==> src/prdvf_pkg.sv <==
// Shared types and constants for the pulse range distance/velocity filter.
// No dependencies; imported by every module of the block.
`timescale 1ns / 1ps
`default_nettype none

package prdvf_pkg;

	localparam int ACC_W  = 42;
	localparam int MPL_W  = 10;
	localparam int LEN_W  = 4;
	localparam int QUOT_W = 13;

	localparam logic [LEN_W-1:0] LEN_WEIGHT = 4'd9;
	localparam logic [LEN_W-1:0] LEN_RATE   = 4'd10;

	localparam logic [ACC_W-1:0] ROUND_HALF = ACC_W'(128);

	typedef enum logic [1:0] {
		ACC_ZERO,
		ACC_HALF,
		ACC_KEEP
	} acc_init_t;

	typedef struct packed {
		logic             start;
		acc_init_t        init;
		logic [LEN_W-1:0] len;
	} mac_cmd_t;

	typedef enum logic [1:0] {
		REG_MIN_WIDTH  = 2'd0,
		REG_MAX_WIDTH  = 2'd1,
		REG_ALPHA      = 2'd2,
		REG_RATE       = 2'd3
	} reg_idx_t;

	typedef enum logic [2:0] {
		ST_IDLE,
		ST_DIV,
		ST_MUL_AD,
		ST_MUL_BD,
		ST_MUL_RATE,
		ST_MUL_AV,
		ST_MUL_BV
	} state_t;

endpackage

`default_nettype wire

==> src/prdvf_div10.sv <==
// Bit-serial restoring divider by ten: one quotient bit per cycle.
// Depends on prdvf_pkg.
`timescale 1ns / 1ps
`default_nettype none

module prdvf_div10 (
	input  wire logic                          clk,
	input  wire logic                          arst_n,
	input  wire logic                          start,
	input  wire logic [15:0]                   dividend,
	output logic                               busy,
	output logic [prdvf_pkg::QUOT_W-1:0]       quot
);
	import prdvf_pkg::*;

	localparam logic [4:0] DIVISOR = 5'd10;

	logic              busy_q;
	logic [3:0]        cnt_q;
	logic [15:0]       dvd_q;
	logic [3:0]        rem_q;
	logic [QUOT_W-1:0] quot_q;

	logic [4:0] trial;
	logic       qbit;
	logic [3:0] rem_next;
	logic [4:0] trial_sub;

	assign trial     = {rem_q, dvd_q[15]};
	assign qbit      = (trial >= DIVISOR);
	assign trial_sub = trial - DIVISOR;
	assign rem_next  = qbit ? trial_sub[3:0] : trial[3:0];

	always_ff @(posedge clk or negedge arst_n) begin
		if (!arst_n) begin
			busy_q <= 1'b0;
			cnt_q  <= '0;
		end else if (start) begin
			busy_q <= 1'b1;
			cnt_q  <= 4'd15;
		end else if (busy_q) begin
			cnt_q  <= cnt_q - 4'd1;
			busy_q <= (cnt_q != 4'd0);
		end
	end

	always_ff @(posedge clk) begin
		if (start) begin
			dvd_q  <= dividend;
			rem_q  <= '0;
			quot_q <= '0;
		end else if (busy_q) begin
			dvd_q  <= {dvd_q[14:0], 1'b0};
			rem_q  <= rem_next;
			quot_q <= {quot_q[QUOT_W-2:0], qbit};
		end
	end

	assign busy = busy_q;
	assign quot = quot_q;

`ifndef SYNTHESIS
	a_rem_below_divisor: assert property (@(posedge clk) disable iff (!arst_n)
		busy_q |-> (rem_q < 4'd10))
		else $error("divider remainder out of range");
`endif

endmodule

`default_nettype wire

==> src/prdvf_mac.sv <==
// Serial-parallel multiply-accumulate: one multiplier bit per cycle, shared
// by every product of the filter. Depends on prdvf_pkg.
`timescale 1ns / 1ps
`default_nettype none

module prdvf_mac (
	input  wire logic                                clk,
	input  wire logic                                arst_n,
	input  wire prdvf_pkg::mac_cmd_t                 cmd,
	input  wire logic signed [prdvf_pkg::ACC_W-1:0]  mcand,
	input  wire logic [prdvf_pkg::MPL_W-1:0]         mplier,
	output logic                                     busy,
	output logic signed [prdvf_pkg::ACC_W-1:0]       acc
);
	import prdvf_pkg::*;

	logic                    busy_q;
	logic [LEN_W-1:0]        cnt_q;
	logic signed [ACC_W-1:0] acc_q;
	logic signed [ACC_W-1:0] mcand_q;
	logic [MPL_W-1:0]        mplier_q;

	always_ff @(posedge clk or negedge arst_n) begin
		if (!arst_n) begin
			busy_q <= 1'b0;
			cnt_q  <= '0;
		end else if (cmd.start) begin
			busy_q <= 1'b1;
			cnt_q  <= cmd.len;
		end else if (busy_q) begin
			cnt_q  <= cnt_q - LEN_W'(1);
			busy_q <= (cnt_q != LEN_W'(1));
		end
	end

	always_ff @(posedge clk) begin
		if (cmd.start) begin
			mcand_q  <= mcand;
			mplier_q <= mplier;
			unique case (cmd.init)
				ACC_ZERO: acc_q <= '0;
				ACC_HALF: acc_q <= ROUND_HALF;
				ACC_KEEP: acc_q <= acc_q;
				default:  acc_q <= acc_q;
			endcase
		end else if (busy_q) begin
			if (mplier_q[0]) begin
				acc_q <= acc_q + mcand_q;
			end
			mcand_q  <= mcand_q <<< 1;
			mplier_q <= mplier_q >> 1;
		end
	end

	assign busy = busy_q;
	assign acc  = acc_q;

`ifndef SYNTHESIS
	a_start_when_idle: assert property (@(posedge clk) disable iff (!arst_n)
		cmd.start |-> !busy_q)
		else $error("mac started while busy");

	a_cnt_live: assert property (@(posedge clk) disable iff (!arst_n)
		busy_q |-> (cnt_q != '0))
		else $error("mac busy with empty count");
`endif

endmodule

`default_nettype wire

==> src/pulse_range_distance_velocity_filter.sv <==
// Each word passes through the serial divide-by-ten (16 bits) and five bit-serial
// products of 9, 9, 10, 9 and 9 multiplier bits on one MAC; a new word is taken
// only once the last one has finished.
// A result word waiting on the output stalls only the final step of the next word.
// Reset clears the filter state to zero and loads the register defaults.
`timescale 1ns / 1ps
`default_nettype none

module pulse_range_distance_velocity_filter (
	input  wire logic        clk,
	input  wire logic        arst_n,
	input  wire logic        in_valid,
	output logic             in_ready,
	input  wire logic [15:0] pulse_width_us,
	output logic             out_valid,
	input  wire logic        out_ready,
	output logic [23:0]      distance_cm_q8,
	output logic signed [31:0] velocity_cms_q8,
	output logic             width_rejected,
	input  wire logic        cfg_valid,
	output logic             cfg_ready,
	input  wire logic [1:0]  cfg_index,
	input  wire logic [15:0] cfg_data
);
	import prdvf_pkg::*;

	localparam logic signed [ACC_W-1:0] S32_MAX = {{(ACC_W-31){1'b0}}, {31{1'b1}}};
	localparam logic signed [ACC_W-1:0] S32_MIN = {{(ACC_W-31){1'b1}}, {31{1'b0}}};

	function automatic logic signed [31:0] sat32(input logic signed [ACC_W-1:0] x);
		logic signed [31:0] r;
		if (x > S32_MAX) begin
			r = 32'sh7fffffff;
		end else if (x < S32_MIN) begin
			r = 32'sh80000000;
		end else begin
			r = x[31:0];
		end
		return r;
	endfunction

	state_t state_q, state_d;

	logic [15:0]        min_q;
	logic [15:0]        max_q;
	logic [8:0]         alpha_q;
	logic [9:0]         rate_q;
	logic [QUOT_W-1:0]  held_q;
	logic [23:0]        dist_q;
	logic signed [31:0] vel_q;
	logic               rej_q;
	logic signed [31:0] vel_raw_q;

	logic               out_valid_q;
	logic [23:0]        out_dist_q;
	logic signed [31:0] out_vel_q;
	logic               out_rej_q;

	logic               div_start;
	logic               div_busy;
	logic [QUOT_W-1:0]  div_quot;

	mac_cmd_t                mac_cmd;
	logic signed [ACC_W-1:0] mac_mcand;
	logic [MPL_W-1:0]        mac_mplier;
	logic                    mac_busy;
	logic signed [ACC_W-1:0] mac_acc;

	logic [8:0]         alpha_sat;
	logic [8:0]         beta;
	logic [15:0]        width_q10;
	logic               rejected;
	logic [23:0]        new_dist;
	logic signed [24:0] dist_diff;
	logic [20:0]        dist_in;
	logic signed [ACC_W-1:0] acc_shr;
	logic signed [31:0] vel_raw;
	logic signed [31:0] new_vel;
	logic               finish;

	prdvf_div10 u_div (
		.clk      (clk),
		.arst_n   (arst_n),
		.start    (div_start),
		.dividend (pulse_width_us),
		.busy     (div_busy),
		.quot     (div_quot)
	);

	prdvf_mac u_mac (
		.clk    (clk),
		.arst_n (arst_n),
		.cmd    (mac_cmd),
		.mcand  (mac_mcand),
		.mplier (mac_mplier),
		.busy   (mac_busy),
		.acc    (mac_acc)
	);

	assign alpha_sat = alpha_q[8] ? 9'd256 : alpha_q;
	assign beta      = 9'd256 - alpha_sat;
	assign width_q10 = {div_quot, 3'b000} + {2'b00, div_quot, 1'b0};
	assign rejected  = (width_q10 < min_q) || (width_q10 > max_q);
	assign new_dist  = mac_acc[31:8];
	assign dist_diff = $signed({1'b0, new_dist}) - $signed({1'b0, dist_q});
	assign dist_in   = {held_q, 8'b0};
	assign acc_shr   = mac_acc >>> 8;
	assign vel_raw   = sat32(mac_acc);
	assign new_vel   = sat32(acc_shr);

	always_comb begin
		state_d    = state_q;
		div_start  = 1'b0;
		finish     = 1'b0;
		mac_cmd    = '{start: 1'b0, init: ACC_KEEP, len: '0};
		mac_mcand  = '0;
		mac_mplier = '0;
		unique case (state_q)
			ST_IDLE: begin
				if (in_valid) begin
					div_start = 1'b1;
					state_d   = ST_DIV;
				end
			end
			ST_DIV: begin
				if (!div_busy) begin
					mac_cmd    = '{start: 1'b1, init: ACC_HALF, len: LEN_WEIGHT};
					mac_mcand  = {{(ACC_W-24){1'b0}}, dist_q};
					mac_mplier = MPL_W'(alpha_sat);
					state_d    = ST_MUL_AD;
				end
			end
			ST_MUL_AD: begin
				if (!mac_busy) begin
					mac_cmd    = '{start: 1'b1, init: ACC_KEEP, len: LEN_WEIGHT};
					mac_mcand  = {{(ACC_W-21){1'b0}}, dist_in};
					mac_mplier = MPL_W'(beta);
					state_d    = ST_MUL_BD;
				end
			end
			ST_MUL_BD: begin
				if (!mac_busy) begin
					mac_cmd    = '{start: 1'b1, init: ACC_ZERO, len: LEN_RATE};
					mac_mcand  = {{(ACC_W-25){dist_diff[24]}}, dist_diff};
					mac_mplier = rate_q;
					state_d    = ST_MUL_RATE;
				end
			end
			ST_MUL_RATE: begin
				if (!mac_busy) begin
					mac_cmd    = '{start: 1'b1, init: ACC_HALF, len: LEN_WEIGHT};
					mac_mcand  = {{(ACC_W-32){vel_q[31]}}, vel_q};
					mac_mplier = MPL_W'(alpha_sat);
					state_d    = ST_MUL_AV;
				end
			end
			ST_MUL_AV: begin
				if (!mac_busy) begin
					// raw velocity goes in as saturated 32-bit value
					mac_cmd    = '{start: 1'b1, init: ACC_KEEP, len: LEN_WEIGHT};
					mac_mcand  = {{(ACC_W-32){vel_raw_q[31]}}, vel_raw_q};
					mac_mplier = MPL_W'(beta);
					state_d    = ST_MUL_BV;
				end
			end
			ST_MUL_BV: begin
				if (!mac_busy && (!out_valid_q || out_ready)) begin
					finish  = 1'b1;
					state_d = ST_IDLE;
				end
			end
			default: state_d = ST_IDLE;
		endcase
	end

	always_ff @(posedge clk or negedge arst_n) begin
		if (!arst_n) begin
			state_q <= ST_IDLE;
		end else begin
			state_q <= state_d;
		end
	end

	always_ff @(posedge clk or negedge arst_n) begin
		if (!arst_n) begin
			min_q       <= 16'd0;
			max_q       <= 16'd40000;
			alpha_q     <= 9'd90;
			rate_q      <= 10'd100;
			held_q      <= '0;
			dist_q      <= '0;
			vel_q       <= '0;
			out_valid_q <= 1'b0;
		end else begin
			if (cfg_valid) begin
				unique case (cfg_index)
					REG_MIN_WIDTH: min_q   <= cfg_data;
					REG_MAX_WIDTH: max_q   <= cfg_data;
					REG_ALPHA:     alpha_q <= cfg_data[8:0];
					REG_RATE:      rate_q  <= cfg_data[9:0];
					default: ;
				endcase
			end
			if ((state_q == ST_DIV) && !div_busy && !rejected) begin
				held_q <= div_quot;
			end
			if ((state_q == ST_MUL_BD) && !mac_busy) begin
				dist_q <= new_dist;
			end
			if (finish) begin
				vel_q       <= new_vel;
				out_valid_q <= 1'b1;
			end else if (out_ready) begin
				out_valid_q <= 1'b0;
			end
		end
	end

	always_ff @(posedge clk) begin
		if ((state_q == ST_DIV) && !div_busy) begin
			rej_q <= rejected;
		end
		// rate product is overwritten by the next MAC start, keep it here
		if ((state_q == ST_MUL_RATE) && !mac_busy) begin
			vel_raw_q <= vel_raw;
		end
		if (finish) begin
			out_dist_q <= dist_q;
			out_vel_q  <= new_vel;
			out_rej_q  <= rej_q;
		end
	end

	assign in_ready        = (state_q == ST_IDLE);
	assign cfg_ready       = 1'b1;
	assign out_valid       = out_valid_q;
	assign distance_cm_q8  = out_dist_q;
	assign velocity_cms_q8 = out_vel_q;
	assign width_rejected  = out_rej_q;

`ifndef SYNTHESIS
	a_accept_starts_div: assert property (@(posedge clk) disable iff (!arst_n)
		(in_valid && in_ready) |=> ((state_q == ST_DIV) && div_busy))
		else $error("accepted word did not start the divider");

	a_units_exclusive: assert property (@(posedge clk) disable iff (!arst_n)
		!(div_busy && mac_busy))
		else $error("divider and mac busy together");

	a_result_waits: assert property (@(posedge clk) disable iff (!arst_n)
		((state_q == ST_MUL_BV) && out_valid_q && !out_ready) |=> (state_q == ST_MUL_BV))
		else $error("result finished over a pending word");
`endif

endmodule

`default_nettype wire

==> config.mk <==
export PLATFORM = sky130hd
export DESIGN_NAME = pulse_range_distance_velocity_filter
export DESIGN_NICKNAME = d
export VERILOG_FILES = /design/src/prdvf_pkg.sv /design/src/prdvf_div10.sv /design/src/prdvf_mac.sv /design/src/pulse_range_distance_velocity_filter.sv
export SDC_FILE = /design/constraint.sdc
export NUM_CORES = 1
export LEC_CHECK = 0
export BUFFER_PORTS_ARGS = -buffer_cell sky130_fd_sc_hd__clkbuf_2
export CAP_MARGIN = 20
export CELL_PAD_IN_SITES_DETAIL_PLACEMENT = 1
export CELL_PAD_IN_SITES_GLOBAL_PLACEMENT = 1
export CORE_UTILIZATION = 30
export DETAILED_ROUTE_END_ITERATION = 16
export HOLD_SLACK_MARGIN = 0.02
export PLACE_DENSITY = 0.66
export SLEW_MARGIN = 30
export SYNTH_ARGS = -nofsm -noshare
export SYNTH_HDL_FRONTEND = slang
export SYNTH_SLANG_ARGS = --single-unit
==> constraint.sdc <==
create_clock -name clk -period 4.28 [get_ports clk]
set_input_delay 0.214 -clock clk [delete_from_list [all_inputs] [get_ports clk]]
set_output_delay 0.214 -clock clk [all_outputs]
set_load 0.01 [all_outputs]
== Word-level counts from Yosys, hierarchy flattened ==
Cells that the tools add are included.

* Add/sub/neg operators: 7
* $lt $le $gt $ge: 7
* Eq/ne operators: 19
* Multiplexer cells: 53
* Reduce and logical (&&, ||, !) cells: 26

{| class="wikitable"
|+ Operators by type and width
! operator !! count
|-
| 2-to-1 mux 42 bit || 8
|-
| one-hot mux 42 bit (5 select lines) || 1
|-
| 2-to-1 mux 32 bit || 3
|-
| one-hot mux 42 bit (2 select lines) || 1
|-
| adder 42 bit || 1
|-
| > comparator 42 x 32 -> 1 bit (second input constant) || 1
|-
| < comparator 42 x 32 -> 1 bit (second input constant) || 1
|-
| one-hot mux 10 bit (4 select lines) || 1
|-
| 2-to-1 mux 9 bit || 4
|-
| > comparator 34 x 32 -> 1 bit (second input constant) || 1
|-
| < comparator 34 x 32 -> 1 bit (second input constant) || 1
|-
| 2-to-1 mux 16 bit || 2
|-
| 2-to-1 mux 10 bit || 3
|-
| 2-to-1 mux 7 bit || 4
|-
| one-hot mux 7 bit (4 select lines) || 1
|-
| subtractor 24 x 24 -> 25 bit || 1
|-
| 2-to-1 mux 24 bit || 1
|-
| 2-to-1 mux 21 bit || 1
|-
| 2-to-1 mux 3 bit || 7
|-
| one-hot mux 3 bit (7 select lines) || 1
|-
| 2-to-1 mux 4 bit || 5
|-
| adder 16 x 14 -> 16 bit || 1
|-
| > comparator 16 bit || 1
|-
| < comparator 16 bit || 1
|-
| other kinds (24) || 60
|}

* Register bits: 351
* Bits of input ports: 39
* Output and inout bits: 60
* Logic and storage cells: 136

== Logic depth before layout (Yosys ltp) ==
Gate-level depths: netlist of run 1.

* Word-level depth: 6
* Mapped depth: 21
* Gate-level depth less buffers: 20

== By module ==
Synthesis of run 1 repeated with hierarchy kept, for this count alone.

* Cells, all modules: 1880
* Area total of the unflattened synthesis: 19891.6 um2

{| class="wikitable"
|+ Modules (own cells, without submodules)
! module !! instances !! cells each !! area an instance (um2) !! sequential area each (um2)
|-
| pulse_range_distance_velocity_filter || 1 || 1187 || 12034.0 || 5820.6
|-
| prdvf_mac || 1 || 567 || 6259.8 || 2947.8
|-
| prdvf_div10 || 1 || 126 || 1597.8 || 945.9
|}

== Worst setup path after synthesis of run 1 ==
OpenSTA, ideal clock, no wires.

* Path type: reg-to-reg
* From: register u_div.quot_q[0], in the netlist u_div.quot[0]
* To: register held_q[10]
* Setup time: 0.125 ns
* Arrival: 4.194 ns
* Required time: 4.155 ns
* Setup slack: -0.038 ns
* Stages on the path, launching flop included: 20
* Buffers on the path: 1
* Clock period less this slack: 4.318 ns
* Path through: dfxtp_1 > ha_1 > inv_1 > fa_1 > nor2b_1 > o21ai_0 > a21boi_0 > o21ai_0 > a21boi_0 > o21a_1 > nor2_1 > xnor2_1 > ha_1 > nand4_1 > or2_2 > or3_1 > o2bb2ai_1 > nor3_1 > buf_2 > mux2_2

* Word-level cells in the longest chain between the ends: 5
* Elaborated cells on any way between the ends: 6
* Classes of those cells: 1 x add/sub; 2 x order compare; 3 x reduce/logical

{| class="wikitable"
|+ RTL lines
! what !! line !! text
|-
| start, declared || prdvf_div10.sv:22 || <nowiki>logic [QUOT_W-1:0] quot_q;</nowiki>
|-
| start signal, assigned || prdvf_div10.sv:55 || <nowiki>quot_q <= {quot_q[QUOT_W-2:0], qbit};</nowiki>
|-
| adder 16 x 14 -> 16 bit (*) || pulse_range_distance_velocity_filter.sv:102 || <nowiki>assign width_q10 = {div_quot, 3'b000} + {2'b00, div_quot, 1'b0};</nowiki>
|-
| < comparator 16 bit or > comparator 16 bit (tied branches) || pulse_range_distance_velocity_filter.sv:103 || <nowiki>assign rejected = (width_q10 < min_q) || (width_q10 > max_q);</nowiki>
|-
| logical OR 1 bit (*) || pulse_range_distance_velocity_filter.sv:103 ||
|-
| net rejected || pulse_range_distance_velocity_filter.sv:72 || <nowiki>logic rejected;</nowiki>
|-
| logical NOT 1 bit (*) || pulse_range_distance_velocity_filter.sv:204 || <nowiki>if ((state_q == ST_DIV) && !div_busy && !rejected) begin</nowiki>
|-
| logical AND 1 bit (*) || pulse_range_distance_velocity_filter.sv:204 ||
|-
| end signal, assigned || pulse_range_distance_velocity_filter.sv:205 || <nowiki>held_q <= div_quot;</nowiki>
|-
| end, declared || pulse_range_distance_velocity_filter.sv:48 || <nowiki>logic [QUOT_W-1:0] held_q;</nowiki>
|}

Mark *: on every way through the listed nets, which the timed path passes. The rest lies on a longest branch.
A chain may end at the register's enable or synchronous reset.

== Worst setup path in the final report of run 1 ==
* From: register u_div.quot_q[2], in the netlist u_div.quot[2]
* To: register held_q[2]

Same word-level chain as after synthesis.

==> results.txt, run 1 <==
The flow ran to the end, and the final reports show no timing, DRC or antenna violations. The number of port buffers came out at 97. Summing all multi-input logic gate instances after layout gives 8610 um^2. The placement row count is 91. met2 is the most crowded layer.

The number of cells traversed by the worst register-to-register path came out at 20. The classification of the worst-slack hold path is in -> reg. The largest net degree at the start of global routing came out at 81. The slew of the pin with the lowest slew margin came out at 0.934 ns. The total wirelength of the detailed-routed design came out at 56200 um.

In this run, synthesis inferred 200 flip-flops with an integrated enable. Walking the worst path, the cells encountered are ha_2 > inv_1 > fa_2 > nor2b_2 > o21ai_2 > a21boi_2 > o21ai_2 > a21boi_1 > buf_4 > o2111ai_2 > a31oi_2 > o21ai_1 > xnor2_1 > ha_1 > nand4_1 > or3_4 > o2bb2ai_4 > nor3_4 > buf_6 > mux2_4. The number of global-route vias before repair came out at 15300. For this design the static power due to leakage is 9.53 nW. The cell repeated most along the worst path is o21ai_2.

The worst path needs 4.19 ns of the cycle, external delays included. After detailed routing, the number of remaining DRC violations is 0. The worst hold path terminates at out_valid. The startpoint identified for the worst register-to-register timing path is u_div.quot[2].

For this run, the number of Yosys warnings is 0. The destination of the worst register-to-register timing path is held_q[2]. The number of maximum-capacitance violations came out at 0. In this run, distinct cell masters in the synthesized netlist total 76. The number of inserted filler cells in the final layout came out at 6930. The post-synthesis net count came out at 1954. Synthesis inferred 351 register bits. The setup TNS after final layout is 0 ns.

The count of non-filler cells in the finished layout is 2792. After layout, the worst path uses 97.9% of the clock period. The cell at the root of the clock tree is clkbuf_16.

The number of placed instances, taps included, is 2681. Once the floorplan was initialized, standard cells occupied 30.4% of the core. The area growth from synthesis to layout is 17.5%. The final cell utilization of the core is 35.7%. At the worst endpoint, the required time is 4.72 ns.

The total buffers and inverters traversed by the critical path is 3. The highest net fanout along the worst path came out at 7. The met3 usage is 2.38%.

The clock transition at the registers of the reported paths is 0.06 ns. For this run, asynchronously set or reset flops after synthesis account for 38.2%. Across all layers, the routed design uses 14500 vias. Setup repair after global routing could not meet its margin everywhere. Ranked by instance count, the synthesized netlist is headed by 274 x nand2_1, 200 x edfxtp_1, 127 x nor2_1. The sequential fraction of the synthesis area is 51.7%. The fraction of synthesized cell area taken by the top area cell type is 31.9%. The relative max-transition margin came out at 37.5%. A synthesized cell averages 10.5 um^2.

The footprint of the flip-flops and latches is 9720 um^2. Among all flip-flop cells after synthesis, the most frequent one is edfxtp_1. The number of inserted diodes is 0.

The first global-routing pass estimated 88300 um of wire. The net total in the final layout came out at 2080. The average detailed-routed wire length per instance is 20.1 um. Dividing the detail-routed via count by the number of cells gives 5.19. The tree built by TritonCTS fans out to 351 sinks. From left edge to right edge, the die measures 252 um. The routability congestion estimate from global placement came out at 0.885. In this run, the number of DRC markers left after iteration 0 of detailed routing was 962. Summing every instance area after synthesis gives 18800 um^2.

The detail route stage leaves a number of antenna-violating nets equal to 0. The startpoint-to-endpoint class of the critical path is reg -> reg. The H-tree generated during clock tree synthesis spans 2 levels. The most used standard cell by instance count after synthesis is nand2_1. Grouping stages by cell kind, the critical path spends the most delay in compound AO/OA/AOI/OAI gates.

Data arrives at the worst endpoint at 4.63 ns. The number of setup violations in the final report came out at 0. For this design, the slowest cell found on the critical path is or3_4. The endpoint type of the worst setup path is a flip-flop. The first TritonRoute pass finished after 6 iterations. The clock latency on the worst-skew pair came out at 0.56 ns.

In this run the worst setup path begins at u_div.quot[2]. TritonCTS built the clock tree. The HPWL after detailed placement is 38900 um. The total power is 19.0 mW.

The overall fraction of global-route tracks in use came out at 17.6%. The final count of pins violating max slew is 0. The maximum buffer depth of the clock tree came out at 3. The power density over the cells came out at 858 nW/um^2. The highest ir drop seen on vdd is 0.291 mV. The die boundary height came out at 252 um. The total clock buffers created by CTS came out at 40. The number of ports placed on the die boundary is 99. Global routing consumed, on the met2 layer, 29.6% of the routing resources. The highest achievable clock rate came out at 239 MHz. The final worst clock skew came out at 0.0176 ns.

Synthesis handed over a netlist of 1799 instances. The worst hold path passes through 3 cells. The core region is 61800 um^2. The element type at the critical path start is a flip-flop. The number of antenna violations at the first check in global routing came out at 0.

The count of endpoints failing hold in the final timing report is 0. The met1 track utilization from global routing came out at 23.4%. The maximum cell stage delay along the critical path is 0.41 ns. The die covers 63700 um^2. The total congestion overflow after global routing came out at 0. By area the synthesized netlist is led by edfxtp_1 32%, dfrtp_1 16%, ha_1 7.5%, nand2_1 5.5%, a21o_1 4.6%.

The biggest area contributor in the post-synthesis netlist is edfxtp_1. The fraction of layout instances using a drive strength above 1 came out at 15.7%. The setup slack on the worst flop-to-flop path came out at 0.09 ns. The source of the worst hold timing path is out_ready.
==> worst min-delay path: stages <==
cell      delay [ns]
clkbuf_2        0.08
nor2b_1         0.07
nand2b_1        0.19
==> cell families after synthesis <==
logic type,Yosys count,synth area share [%]
and+or+nand+nor,524,12.0
AOI/OAI and AO/OA,495,17.7
DFF,351,51.7
buffers and inverters,175,3.65
adders and majority gates,116,7.84
xor gates and xnor gates,73,3.40
muxes,64,3.74
other,1,0.0199
==> metal layers <==
layer	vias to the layer above	wire [um]
met4	0	1290
met1	7379	25600
li1	6751	-
met2	267	27300
met3	84	2040
met5	-	0
==> registers in the layout, summed over array words and instances (netlist names), 3 cells and up <==
name and count:
u_mac.acc 42, u_mac.mcand_q 42, vel_q 32, vel_raw_q 32, velocity_cms_q8 32, dist_q 24
distance_cm_q8 24, max_q 16, min_q 16, u_div.dvd_q 16, held_q 13, u_div.quot 13
rate_q 10, u_mac.mplier_q 10, alpha_q 9, u_div.cnt_q 4, u_div.rem_q 4, u_mac.cnt_q 4
state_q 3
==> final cells by class <==
type	instances	area share, %
Clock buffer	54	5.00
Clock inverter	18	0.560
Inverter	88	1.50
Multi-Input combinational cell	1273	38.9
Sequential cell	351	44.0
Tap cell	837	4.74
Timing Repair Buffer	171	5.28
==> cells in the final DEF (no fill, tap or decap), types with 10 or more instances in the layout <==
master         netlist  final
ha_1               113    110
nor3_1              21     18
a31oi_1             12     10
xnor2_1             41     41
nand4_1             14     14
o21ai_0            115    110
a222oi_1            24     24
a22oi_1             11     11
nor2_1             127    124
a21o_1             114    114
inv_1               87     86
dfstp_2             12     12
clkbuf_2             0     96
nand2b_1            15     14
clkbuf_1            72     10
dfxtp_1             17     14
dlygate4sd3_1        0     33
mux2i_1             14     14
buf_4                1     36
dfrtp_1            122    122
a21oi_1            103    101
xor2_1              32     32
o211ai_1            20     20
mux2_2              48     42
edfxtp_1           200    200
nand2_1            274    272
clkbuf_16            0     41
nand3_1             18     18
==> what timing repair did <==
action,4_1_cts,5_1_grt
pin swaps,1,19
gates resized for setup,5,37
endpoints found under the hold margin,141,0
hold buffers,33,0
setup buffers,1,3
setup endpoints to repair,13,13
gates cloned,0,1
==> per-stage QoR <==
stage                     setup WS, ns  instance area (um^2)  hold WS, ns
after CTS                       0.0113                 21900       0.0508
after global placement          0.0403                 20300        0.312
after global routing            -0.140                 22100       0.0684
after floorplan                 0.0830                 18800      -0.0816
final                           0.0880                 22100       0.0639
after detailed placement        -0.156                 20300        0.322
==> power breakdown <==
group	internal (mW)	switching (mW)	leakage [nW]
sequential	5.32	1.11	3.77
clock	1.88	1.43	0.597
combinational	3.68	5.55	5.17
total	10.9	8.09	9.53
==> worst max path at each step <==
| stage | endpoint | slack, ns | cells after the start |
|---|---|---|---|
| final | held_q[2] | 0.09 | 20 |
| after global routing | held_q[2] | -0.14 | 16 |
| after CTS | held_q[2] | 0.01 | 20 |
| after detailed placement | held_q[2] | -0.16 | 20 |
| after global placement | held_q[3] | 0.04 | 20 |
| after floorplan | held_q[10] | 0.08 | 19 |
Power figures use the tool's default switching activity.
==> inputs of run 2 (changes only) <==
--- a/config.mk
+++ b/config.mk
@@ -9,10 +9,11 @@
 export CAP_MARGIN = 20
 export CELL_PAD_IN_SITES_DETAIL_PLACEMENT = 1
 export CELL_PAD_IN_SITES_GLOBAL_PLACEMENT = 1
-export CORE_UTILIZATION = 30
+export CORE_ASPECT_RATIO = 1.5
+export CORE_UTILIZATION = 35
 export DETAILED_ROUTE_END_ITERATION = 16
 export HOLD_SLACK_MARGIN = 0.02
-export PLACE_DENSITY = 0.66
+export PLACE_DENSITY = 0.74
 export SLEW_MARGIN = 30
 export SYNTH_ARGS = -nofsm -noshare
 export SYNTH_HDL_FRONTEND = slang
==> run 2 against run 1 <==
Wire length decreased by 1.1%. Largest cell class unchanged. Final area decreased by 1.1%. Cell count decreased by 5.5%. Die area decreased by 14%.
==> results.txt, run 2 (synthesized netlist as in run 1, its figures left out) <==
The final critical-path required period is 4.19 ns (-0.00674 ns). The standby leakage power came out at 9.54 nW (+0.12%). The pre-CTS worst setup slack came out at -0.102 ns (+0.0538 ns). The worst hold slack after final layout came out at 0.0312 ns (-0.0327 ns). The area inside the core boundary came out at 52800 um^2 (-15%). The clock share of power came out at 17.2% (-0.2 points). The slew of the pin with the lowest slew margin came out at 0.915 ns (-0.0192 ns).

The wire length of the first global-routing pass came to 87600 um (-0.80%). The area growth from synthesis to layout came out at 16.2%. The number of vias in the routed layout is 14500 (+0.014%).

The classification of the worst-slack hold path is in -> reg. The post-route cell area is 21900 um^2 (-1.1%). In this run the critical register-to-register path is captured at held_q[12]. The hold-critical path depth came out at 3 (unchanged). The number of maximum-capacitance violations is 0 (unchanged). The run finished with clean final reports.

The fraction of layout instances using a drive strength above 1 came out at 15.4% (-0.31 points). The overall fraction of global-route tracks in use was 20.3% (+2.8 points). By startpoint and endpoint, the worst setup path is classified as reg -> reg. The endpoint type of the worst setup path is a flip-flop. The number of inserted diodes came out at 0 (unchanged). The final worst clock skew came out at 0.0164 ns (-0.00125 ns).

The number of setup violations in the final report came to 0 (unchanged). The number of port buffers came out at 97 (unchanged). The critical register-to-register path startpoint is u_div.quot[2]. The count of endpoints failing hold in the final timing report is 0 (unchanged). CTS placed an instance of clkbuf_16 at the clock tree root. The number of global-route vias before repair came out at 15900 (+3.9%). The final cell utilization of the core was 41.4% (+5.6 points). The setup slack on the worst flop-to-flop path is 0.09 ns (about the same). The number of ports placed on the die boundary came out at 99 (unchanged). The highest net fanout along the worst path is 7 (unchanged). The initial cell density of the core is 35.6% (+5.2 points).

The worst path setup slack after routing is 0.0948 ns (+0.00674 ns). The die boundary height came out at 286 um (+13%). The proportion of power drawn by flip-flops and latches came to 33.7% (-0.2 points). The total congestion overflow after global routing is 0 (unchanged). The part of the power in combinational logic is 49.2% (+0.6 points). The starting DRC count in detailed routing is 873 (-9.3%). The data required time of the critical path is 4.69 ns (-0.03 ns). The critical path launch point is u_div.quot[2].

The HPWL after detailed placement is 39900 um (+2.5%). The clock latency on the worst-skew pair was 0.54 ns (-0.02 ns). The average detailed-routed wire length per instance came out at 21.1 um (+4.7%). The highest ir drop seen on vdd came to 0.331 mV (+14%). The data arrival at the endpoint of the critical path is 4.60 ns (-0.03 ns). The worst setup path is launched from a flip-flop. TritonCTS built the clock tree.

The final count of pins violating max slew was 0 (unchanged). The fraction of the cycle the final worst path needs came out at 97.8% (-0.16 points). The number of vias per cell came to 5.49 (+5.9%). The highest achievable clock rate was 239 MHz (+0.16%). The total wirelength of the detailed-routed design came out at 55600 um (-1.1%). The clock transition at the registers of the reported paths came out at 0.06 ns (about the same). The library cell used most frequently in the layout, excluding fill and tap cells, is nand2_1.

The number of cells traversed by the worst register-to-register path is 20 (unchanged). The overall die area was 54700 um^2 (-14%). The chip width is 191 um (-24%). The cell area reported after detailed placement is 20100 um^2 (-0.95%). The top cell types in the final layout, fill and taps aside, are 273 x nand2_1, 200 x edfxtp_1, 123 x nor2_1.

The end point of the critical path is held_q[12]. The power density over the cells came out at 868 nW/um^2 (+1.2%). The total iterations of the first detailed-routing run is 8 (+2). The deepest level of the CTS H-tree is 2 (unchanged). The placement row count came out at 103 (+13%). The net total in the final layout came out at 2082 (+0.096%). The number of remaining DRC errors is 0 (unchanged). The internal power came out at 10.9 mW (+0.57%). The largest net degree at the start of global routing was 71 (-12%).

The relative max-transition margin came out at 38.8% (+1.3 points). The switching share of power came out at 42.4% (-0.28 points). The total clock buffers created by CTS is 38 (-5.0%). The routability congestion estimate from global placement came out at 0.881 (-0.47%). The number of antenna violations at the first check in global routing is 0 (unchanged). The total clock sinks came to 351 (unchanged). The post-route antenna net violation count is 0 (unchanged).

The maximum buffer depth of the clock tree was 3 (unchanged). The switching component of the power came out at 8.04 mW (-0.59%).
==> run 2: cell count changes in the layout (fill, tap and decap cells not counted), moves of 3 or more <==
| cell | delta |
|---|---|
| buf_4 | +6 |
| buf_6 | -3 |
| clkbuf_8 | +4 |
| clkinv_2 | -4 |
| clkinvlp_4 | -3 |
| mux2_2 | +6 |
| mux2_4 | -7 |
==> run 2: critical path, stage by stage (launching register included) <==
cell	delay, ns
dfxtp_2	0.34
ha_2	0.17
inv_1	0.05
fa_2	0.34
nor2b_1	0.15
o21ai_2	0.08
a21boi_2	0.16
o21ai_1	0.12
a21boi_1	0.17
buf_4	0.16
o2111ai_2	0.12
a31oi_2	0.24
o21ai_1	0.13
xnor2_1	0.18
ha_1	0.32
nand4_1	0.15
o21ai_0	0.37
o2bb2ai_2	0.13
nor3_2	0.15
buf_4	0.19
mux2_2	0.35
==> run 2: power by group through the flow <==
| stage | Clock, mW | Sequential, mW | Combinational (mW) |
|---|---|---|---|
| after floorplan | 0 | 5.91 | 6.78 |
| final | 3.26 | 6.39 | 9.33 |
| after global routing | 3.45 | 6.50 | 10.4 |
| after detailed placement | 0 | 6.44 | 9.10 |
| after CTS | 3.33 | 6.39 | 9.26 |
| after global placement | 0 | 6.39 | 8.67 |
==> run 2: final cells by class <==
type	instances	area, um^2
Inverter	88	333
Clock inverter	10	76.3
Tap cell	682	853
Multi-Input combinational cell	1273	8530
Timing Repair Buffer	175	1200
Sequential cell	351	9720
Clock buffer	59	1140
Fill cell	5834	31000
==> run 2: worst min path at each step <==
stage | startpoint | endpoint | slack (ns)
final | cfg_data[7] | min_q[7] | 0.03
after detailed placement | arst_n | vel_q[2] | 0.31
after CTS | cfg_data[7] | min_q[7] | 0.03
after floorplan | arst_n | alpha_q[0] | -0.08
after global routing | cfg_data[7] | alpha_q[7] | 0.06
after global placement | arst_n | vel_q[1] | 0.30
==> run 2: metal layers <==
layer | global-route usage (%) | up-vias | share of wire [%]
li1 | - | 6755 | -
met1 | 21.8 | 7308 | 38
met2 | 39.2 | 286 | 55
met3 | 1.98 | 134 | 2.5
met4 | 9.60 | 0 | 4.6
met5 | 0 | - | 0
==> run 2: per-stage QoR <==
step	total power, mW	instances	setup TNS [ns]
2_1_floorplan	12.7	1799	0
3_3_place_gp	15.1	2528	0
3_5_place_dp	15.5	2528	-1.18
4_1_cts	19.0	2633	0
5_1_grt	20.3	2638	-0.302
6_report	19.0	2638	0
==> run 2: repair_timing <==
action | CTS | global route
endpoints found under the setup margin | 13 | 13
pin swaps | 10 | 14
resized for setup | 12 | 10
setup buffers | 3 | 3
endpoints found under the hold margin | 118 | 0
hold buffers | 33 | 0
